[src/hdl/thrt_pkg.sv]
package thrt_pkg;

   localparam int NODE_COUNT_DEFAULT = 32;
   localparam int TABLE_SIZE = 32;
   localparam int TABLE_IDX_W = $clog2(TABLE_SIZE);
   localparam int ADDR_W = 6;
   localparam int MAP_W = 32;

   localparam logic [1:0] KIND_CLEAR = 2'd0;
   localparam logic [1:0] KIND_BEACON = 2'd1;
   localparam logic [1:0] KIND_LOOKUP = 2'd2;

   localparam logic [1:0] METRIC_DIRECT = 2'd1;
   localparam logic [1:0] METRIC_TWO_HOP = 2'd2;

   typedef struct packed {
      logic [1:0]        kind;
      logic [ADDR_W-1:0] sender_id;
      logic [MAP_W-1:0]  sender_neighbours;
      logic [ADDR_W-1:0] destination;
   } req_type;

   typedef struct packed {
      logic [ADDR_W-1:0] next_node;
      logic              use_broadcast;
      logic              is_neighbour;
      logic [1:0]        route_metric;
      logic              bad_address;
   } rsp_type;

   typedef struct packed {
      logic [ADDR_W-1:0] next_node;
      logic [1:0]        metric;
   } entry_type;

   typedef struct packed {
      logic                   clear;
      logic                   wr_en;
      logic [TABLE_IDX_W-1:0] wr_idx;
      entry_type              wr_entry;
      logic                   rd_en;
      logic [TABLE_IDX_W-1:0] rd_idx;
   } tbl_cmd_type;

   typedef enum logic [1:0] {
      ST_IDLE,
      ST_SWEEP,
      ST_LOOKUP
   } state_type;

endpackage

[src/hdl/thrt_table.sv]
module thrt_table (
   input  logic                  clock,
   input  logic                  reset,
   input  thrt_pkg::tbl_cmd_type cmd,
   output thrt_pkg::entry_type   rd_entry,
   output logic                  rd_hit
);

   thrt_pkg::entry_type                   mem_ff [thrt_pkg::TABLE_SIZE];
   logic [thrt_pkg::TABLE_SIZE-1:0]       valid_ff;
   logic [thrt_pkg::TABLE_SIZE-1:0]       valid_in;
   thrt_pkg::entry_type                   rd_data_ff;
   logic                                  rd_valid_ff;

   always_comb begin
      valid_in = valid_ff;
      if (cmd.clear) begin
         valid_in = '0;
      end else if (cmd.wr_en) begin
         valid_in[cmd.wr_idx] = 1'b1;
      end
   end

   always_ff @(posedge clock) begin
      if (reset) begin
         valid_ff <= '0;
      end else begin
         valid_ff <= valid_in;
      end
   end

   always_ff @(posedge clock) begin
      if (cmd.wr_en) begin
         mem_ff[cmd.wr_idx] <= cmd.wr_entry;
      end
   end

   always_ff @(posedge clock) begin
      if (cmd.rd_en) begin
         rd_data_ff  <= mem_ff[cmd.rd_idx];
         rd_valid_ff <= valid_ff[cmd.rd_idx];
      end
   end

   // an entry never written since the last clear reads as empty
   assign rd_hit   = rd_valid_ff;
   assign rd_entry = rd_valid_ff ? rd_data_ff : '0;

endmodule

[src/hdl/two_hop_route_table.sv]
// channel | ports                              | direction
// req     | req_valid, req_ready, req_data     | in: clear, beacon or lookup item
// rsp     | rsp_valid, rsp_ready, rsp_data     | out: one result per item
// csr     | csr_write_enable, csr_write_data   | in: own_address, no wait
//
// clear, kind 3 and a beacon with a bad sender reply straight from idle; a lookup first
// does one synchronous read of the route table; a valid beacon then sweeps the first
// min(NODE_COUNT, 32) table entries, with one table write slot per node in the sweep.
// reset empties the route table through per-entry valid bits and sets own_address to 1.
// the result register holds while rsp_ready is low; a lookup waits in place for it.
module two_hop_route_table #(
   parameter int NODE_COUNT = thrt_pkg::NODE_COUNT_DEFAULT
) (
   input  logic                        clock,
   input  logic                        reset,
   input  logic                        req_valid,
   output logic                        req_ready,
   input  thrt_pkg::req_type           req_data,
   output logic                        rsp_valid,
   input  logic                        rsp_ready,
   output thrt_pkg::rsp_type           rsp_data,
   input  logic                        csr_write_enable,
   input  logic [thrt_pkg::ADDR_W-1:0] csr_write_data
);

   localparam int IdLimit = (NODE_COUNT < thrt_pkg::TABLE_SIZE) ?
                            NODE_COUNT : thrt_pkg::TABLE_SIZE;
   localparam logic [thrt_pkg::MAP_W-1:0] LimitMask =
      thrt_pkg::MAP_W'((64'(1) << IdLimit) - 64'(1));
   localparam logic [thrt_pkg::ADDR_W:0] IdLimitW = (thrt_pkg::ADDR_W + 1)'(IdLimit);
   localparam logic [thrt_pkg::TABLE_IDX_W-1:0] LastIdx =
      thrt_pkg::TABLE_IDX_W'(IdLimit - 1);

   thrt_pkg::state_type                  state_ff, state_in;
   logic [thrt_pkg::ADDR_W-1:0]          own_ff, own_in;
   logic [thrt_pkg::MAP_W-1:0]           map_ff, map_in;
   logic [thrt_pkg::ADDR_W-1:0]          lowest_ff, lowest_in;
   logic [thrt_pkg::ADDR_W-1:0]          sender_ff, sender_in;
   logic [thrt_pkg::MAP_W-1:0]           wmask_ff, wmask_in;
   logic [thrt_pkg::TABLE_IDX_W-1:0]     sweep_ff, sweep_in;
   logic [thrt_pkg::TABLE_IDX_W-1:0]     didx_ff, didx_in;
   logic                                 dbad_ff, dbad_in;
   logic                                 rsp_valid_ff, rsp_valid_in;
   thrt_pkg::rsp_type                    rsp_data_ff, rsp_data_in;

   thrt_pkg::tbl_cmd_type                cmd;
   thrt_pkg::entry_type                  rd_entry;
   logic                                 rd_hit;

   logic                                 out_free;
   logic                                 accept;
   logic                                 own_valid;
   logic [thrt_pkg::MAP_W-1:0]           own_bit;
   logic                                 sender_valid;
   logic [thrt_pkg::TABLE_IDX_W-1:0]     sender_idx;
   logic [thrt_pkg::MAP_W-1:0]           sender_bit;
   logic                                 sender_new;
   logic [thrt_pkg::MAP_W-1:0]           map_upd;
   logic                                 dest_valid;
   logic [thrt_pkg::TABLE_IDX_W-1:0]     sweep_sender_idx;

   thrt_table u_table (
      .clock    (clock),
      .reset    (reset),
      .cmd      (cmd),
      .rd_entry (rd_entry),
      .rd_hit   (rd_hit)
   );

   assign out_free  = !rsp_valid_ff || rsp_ready;
   assign req_ready = (state_ff == thrt_pkg::ST_IDLE) &&
                      ((req_data.kind == thrt_pkg::KIND_LOOKUP) || out_free);
   assign accept    = req_valid && req_ready;

   assign own_valid  = (own_ff != '0) && ({1'b0, own_ff} <= IdLimitW);
   assign own_bit    = thrt_pkg::MAP_W'(1) << thrt_pkg::TABLE_IDX_W'(own_ff - 1'b1);

   assign sender_valid = (req_data.sender_id != '0) && ({1'b0, req_data.sender_id} <= IdLimitW);
   assign sender_idx   = thrt_pkg::TABLE_IDX_W'(req_data.sender_id - 1'b1);
   assign sender_bit   = thrt_pkg::MAP_W'(1) << sender_idx;
   assign sender_new   = !map_ff[sender_idx];
   assign map_upd      = map_ff | sender_bit;

   assign dest_valid = (req_data.destination != '0) &&
                       ({1'b0, req_data.destination} <= IdLimitW);

   assign sweep_sender_idx = thrt_pkg::TABLE_IDX_W'(sender_ff - 1'b1);

   always_comb begin
      state_in     = state_ff;
      own_in       = csr_write_enable ? csr_write_data : own_ff;
      map_in       = map_ff;
      lowest_in    = lowest_ff;
      sender_in    = sender_ff;
      wmask_in     = wmask_ff;
      sweep_in     = sweep_ff;
      didx_in      = didx_ff;
      dbad_in      = dbad_ff;
      rsp_valid_in = rsp_valid_ff && !rsp_ready;
      rsp_data_in  = rsp_data_ff;
      cmd          = '0;

      unique case (state_ff)
         thrt_pkg::ST_IDLE: begin
            if (accept) begin
               unique case (req_data.kind)
                  thrt_pkg::KIND_CLEAR: begin
                     cmd.clear    = 1'b1;
                     map_in       = own_valid ? own_bit : '0;
                     lowest_in    = own_valid ? own_ff : '0;
                     rsp_valid_in = 1'b1;
                     rsp_data_in  = '0;
                  end
                  thrt_pkg::KIND_BEACON: begin
                     rsp_valid_in = 1'b1;
                     rsp_data_in  = '0;
                     if (sender_valid) begin
                        map_in = map_upd;
                        // the lowest neighbour can only drop when a new sender joins
                        if (sender_new && ((lowest_ff == '0) ||
                                           (req_data.sender_id < lowest_ff))) begin
                           lowest_in = req_data.sender_id;
                        end
                        wmask_in  = (req_data.sender_neighbours & ~map_upd & LimitMask) |
                                    (sender_new ? sender_bit : '0);
                        sender_in = req_data.sender_id;
                        sweep_in  = '0;
                        state_in  = thrt_pkg::ST_SWEEP;
                     end
                  end
                  thrt_pkg::KIND_LOOKUP: begin
                     cmd.rd_en  = 1'b1;
                     cmd.rd_idx = thrt_pkg::TABLE_IDX_W'(req_data.destination - 1'b1);
                     didx_in    = thrt_pkg::TABLE_IDX_W'(req_data.destination - 1'b1);
                     dbad_in    = !dest_valid;
                     state_in   = thrt_pkg::ST_LOOKUP;
                  end
                  default: begin
                     rsp_valid_in = 1'b1;
                     rsp_data_in  = '0;
                  end
               endcase
            end
         end
         thrt_pkg::ST_SWEEP: begin
            // sender entry (if new) and two-hop entries share next hop = sender
            cmd.wr_en              = wmask_ff[sweep_ff];
            cmd.wr_idx             = sweep_ff;
            cmd.wr_entry.next_node = sender_ff;
            cmd.wr_entry.metric    = (sweep_ff == sweep_sender_idx) ?
                                     thrt_pkg::METRIC_DIRECT : thrt_pkg::METRIC_TWO_HOP;
            sweep_in               = sweep_ff + 1'b1;
            if (sweep_ff == LastIdx) begin
               state_in = thrt_pkg::ST_IDLE;
            end
         end
         thrt_pkg::ST_LOOKUP: begin
            if (out_free) begin
               rsp_valid_in = 1'b1;
               rsp_data_in  = '0;
               if (dbad_ff) begin
                  rsp_data_in.bad_address = 1'b1;
               end else begin
                  rsp_data_in.is_neighbour  = map_ff[didx_ff];
                  rsp_data_in.route_metric  = rd_entry.metric;
                  rsp_data_in.next_node     = rd_hit ? rd_entry.next_node : lowest_ff;
                  rsp_data_in.use_broadcast = !rd_hit && (lowest_ff == '0);
               end
               state_in = thrt_pkg::ST_IDLE;
            end
         end
      endcase
   end

   always_ff @(posedge clock) begin
      if (reset) begin
         state_ff     <= thrt_pkg::ST_IDLE;
         own_ff       <= thrt_pkg::ADDR_W'(1);
         map_ff       <= '0;
         lowest_ff    <= '0;
         rsp_valid_ff <= 1'b0;
      end else begin
         state_ff     <= state_in;
         own_ff       <= own_in;
         map_ff       <= map_in;
         lowest_ff    <= lowest_in;
         rsp_valid_ff <= rsp_valid_in;
      end
   end

   always_ff @(posedge clock) begin
      sender_ff   <= sender_in;
      wmask_ff    <= wmask_in;
      sweep_ff    <= sweep_in;
      didx_ff     <= didx_in;
      dbad_ff     <= dbad_in;
      rsp_data_ff <= rsp_data_in;
   end

   assign rsp_valid = rsp_valid_ff;
   assign rsp_data  = rsp_data_ff;

endmodule
[config.mk]
export PLATFORM = sky130hd
export DESIGN_NAME = two_hop_route_table
export DESIGN_NICKNAME = d
export VERILOG_FILES = /design/src/hdl/thrt_pkg.sv /design/src/hdl/thrt_table.sv /design/src/hdl/two_hop_route_table.sv
export SDC_FILE = /design/constraint.sdc
export NUM_CORES = 1
export LEC_CHECK = 0
export ABC_AREA = 1
export BUFFER_PORTS_ARGS = -buffer_cell sky130_fd_sc_hd__clkbuf_2
export CAP_MARGIN = 5
export CELL_PAD_IN_SITES_DETAIL_PLACEMENT = 0
export CELL_PAD_IN_SITES_GLOBAL_PLACEMENT = 1
export CORE_MARGIN = 4
export CORE_UTILIZATION = 49
export DETAILED_ROUTE_END_ITERATION = 7
export GPL_TIMING_DRIVEN = 0
export PLACE_DENSITY_LB_ADDON = 0.1
export REMOVE_ABC_BUFFERS = 1
export SLEW_MARGIN = 25
export SYNTH_ARGS = -nofsm -noshare
export SYNTH_HDL_FRONTEND = slang
export SYNTH_SLANG_ARGS = --single-unit
[constraint.sdc]
create_clock -name clock -period 4.3 [get_ports clock]
set_input_delay 0.645 -clock clock [delete_from_list [all_inputs] [get_ports clock]]
set_output_delay 0.645 -clock clock [all_outputs]
set_load 0.05 [all_outputs]
==> results.tsv <==
stage	metric	value	unit
yosys	synth_ff_type	edfxtp_1	
yosys	synthMuxAreaShare	0	%
power	p_comb_share	17.5	%
die	die-height	205	µm
yosys	yosys-top-cells-count	edfxtp_1, nand2_1, nand3_1	
placement	dpl.hpwl	34700	µm
routing	met3_length	2550	µm
yosys	ys_types	42	
routing	wl_met1	22700	µm
power	p_sw	0.00292	W
clock_network	clk_pin_slew	60	ps
yosys	synth_top_area_share	51.4	%
critical_path	crit_chain	clkbuf_2 > inv_4 > ha_1 > clkinvlp_4 > nand2_8 > inv_4 > o21ai_0 > o21bai_1 > nand3_1 > nand3_1 > nand2_1 > nand2_1 > nand2_1	
critical_path	reg2reg_slack	580	ps
power	ir_drop	256	µV
clock_network	cts_tree	done	
routing	ant_nets	0	
sta	finalCriticalPeriod	4100	ps
critical_path	end_kind	register	
yosys	synth_seq_cells	404	
power	intPower	0.00707	W
clock_network	cts_htree_levels	2	
critical_path	rr_worst_depth	14	
critical_path	worst-path-stages	13	
critical_path	slowest_delay	620	ps
grt	grt_overflow	0	
placement	placed_cells	2470	
sta	whs	303	ps
sta	max_freq	0.244	GHz
placement	numPortBuffers	69	
power	power_frac_clock	36.1	%
cells_and_area	final_area	0.0212	mm²
sta	finalHoldViolations	0	
yosys	syn_area	0.0190	mm²
hold_path	min_path_cells	3	
yosys	netlist_instances	1982	
yosys	synth_edf_count	325	
clock_network	cts_buffers	43	
grt	grt_max_degree	102	
sta	worstMarginPinSlew	1010	ps
critical_path	critPathLaunch	req_data[0]	
yosys	syn_area_per_cell	9.57	µm²
yosys	synth_area_leaders	edfxtp_1, dfxtp_1, nand3_1	
power	p_per_area	472	mW/mm²
die	placementRows	71	
critical_path	setup.worst_path.class	input port to register	
routing	top_layer	met4	
yosys	synthAdderAreaFrac	1.19	%
sta	slew_headroom	32.1	%
yosys	yosys.area_share.simple	17.8	%
routing	wl_met2	25200	µm
clock_network	cts.sinks	404	
yosys	synth.most_common_cell	edfxtp_1	
routing	routed_wl	52500	µm
clock_network	cts_root_buf	clkbuf_16	
yosys	synth-compound-area-share	13.8	%
cells_and_area	drive_above_1_share	8.73	%
die	die_area	0.0419	mm²
critical_path	r2r_start	state_ff[0]	
critical_path	cp_data_required_time	4600	ps
die	die_x	205	µm
routing	routedWlPerCell	20.6	µm
yosys	synthArstFlopShare	0	%
sta	setup-tns-final	0	ps
grt	grt_pass1_vias	13955	
sta	timing.final.crit_share	95.2	%
critical_path	path_delay_family	buffers and inverters	
critical_path	crit_fanout	71	
cells_and_area	antenna_cells	0	
power	total_power	0.00999	W
critical_path	path_buf_inv	4	
routing	dr.pass1.iters	5	
grt	track_usage	25.2	%
power	p_seq_share	46.4	%
critical_path	cp-start-kind	input port	
grt	grt_antenna_before_repair	0	
grt	grt_pass1_wl	81100	µm
yosys	synth_top_family_by_area	simple AND/OR/NAND/NOR gates	
sta	fin_worst_skew	16.4	ps
cells_and_area	area_delta_synth_final	11.5	%
yosys	yosysTopAreaCell	edfxtp_1	
clock_network	clock_path_buffers	3	
sta	rsz0062_at_grt	no	
critical_path	crit_slowest_cell	ha_1	
power	switching_share	29.3	%
sta	maxSlewViolCount	0	
hold_path	hold_class	input port to register	
placement	gp_congestion	0.965	
critical_path	cp-endpoint	u_table.rd_data_ff[6]	
sta	setup_violations	0	
cells_and_area	nets	2080	
routing	vias	14288	
routing	vias_per_cell	5.61	
placement	placed_cell_area	0.0198	mm²
yosys	synth-xor-area-share	0.508	%
routing	drc	0	
power	p_leak	7.96	nW
die	core	0.0379	mm²
routing	drt-initial-drc-count	1008	
die	io_pins	70	
clock_network	insertion_delay	560	ps
critical_path	rr_endpoint	u_table.rd_data_ff[3]	
critical_path	cpMostUsedCell	nand2_1	
die	initial_core_util	50.0	%
yosys	synth-seq-area-share	59.8	%
yosys	yosys_warnings	0	
run_status	status	completed	
critical_path	crit_arrival	4390	ps
job	cap_violations	0	
cells_and_area	fin_cells	2549	
## worst min-delay path by stage
| stage | to | from | slack, ps |
|---|---|---|---|
| global route | own_ff[0] | csr_write_data[0] | 330 |
| global placement | u_table.valid_ff[7] | u_table.valid_ff[7] | 430 |
| CTS | own_ff[0] | csr_write_data[0] | 270 |
| finish | own_ff[0] | csr_write_data[0] | 300 |
| detailed placement | u_table.valid_ff[5] | u_table.valid_ff[5] | 440 |
| floorplan | u_table.valid_ff[15] | u_table.valid_ff[15] | 430 |
## sequential cells by signal, summed over array words and instances (netlist names)
name	count
u_table.rd_data_ff	8
u_table.mem_ff	256
sweep_ff	5
wmask_ff	32
own_ff	6
rsp_data	11
dbad_ff	1
map_ff	32
rsp_valid	1
sender_ff	6
u_table.rd_hit	1
didx_ff	5
lowest_ff	6
u_table.valid_ff	32
state_ff	2
## stage by stage
step / worst slack [ps] / util [%]
2_1_floorplan: 258 / -
3_5_place_dp: -1290 / 52.2
6_report: 204 / 55.8
4_1_cts: 95.7 / 55.8
3_3_place_gp: -2280 / 51.3
5_1_grt: 58.6 / 55.8
## cell type report
class                   count  area, µm²
clock buffers              56       1170
clock inverters            22        185
fillers                  3410      16800
inverters                 214        822
multi-input cells        1259       6420
flip-flops and latches    404      11300
well taps                 511        639
repair buffers             82        591
repair inverters            1       5.00
## worst register-to-register path: stages, from the launching register on
cell      delay [ps]
dfxtp_1          310
inv_1             90
ha_1             320
nand2_2          170
nor2_8           350
nand2_8          300
buf_16           320
inv_6            460
buf_16           290
o21ai_0          140
o211ai_1         190
nand3_1          120
nand2_1          220
nand2_1           80
nand2_1          180
## cell families after synthesis
group,count (synthesis)
AND/OR/NAND/NOR,775
AO/OA/AOI/OAI,455
flip-flops,404
buffers and inverters,319
adder cells (fa/ha/maj),18
XOR/XNOR,11
## per-layer routing
metal  up-vias  global-route usage [%]
li1       6906                       -
met1      6838                    33.8
met2       434                    41.6
met3       110                    3.89
met4         0                    9.74
met5         -                       0
## power groups by stage
stage	clock network, W	registers, W	logic (W)
finish	0.00361	0.00464	0.00175
global route	0.00384	0.00465	0.00192
CTS	0.00367	0.00464	0.00174
detailed placement	0	0.00472	0.00174
global placement	0	0.00472	0.00163
floorplan	0	0.00481	0.000941
## layout by cell type (no fill, tap or decap), types with 18 or more instances in the layout
cell       count
clkbuf_2      69
edfxtp_1     325
o21ai_0      182
o211ai_1      83
or2_0         23
inv_1        194
o21bai_1      23
nand3_1      222
or2_1         18
nand2_1      280
nor2_1       192
clkbuf_16     45
a21oi_1      116
o21ai_1       18
ha_1          18
dfxtp_1       79
## repair_timing
action                                  in CTS  in global routing
gates resized for setup                      5                  1
gates cloned                                 0                  1
setup buffers                                0                  0
hold buffers                                 0                  0
endpoints found under the setup margin      17                  5
Note: power is estimated with default switching activity, not from simulation.
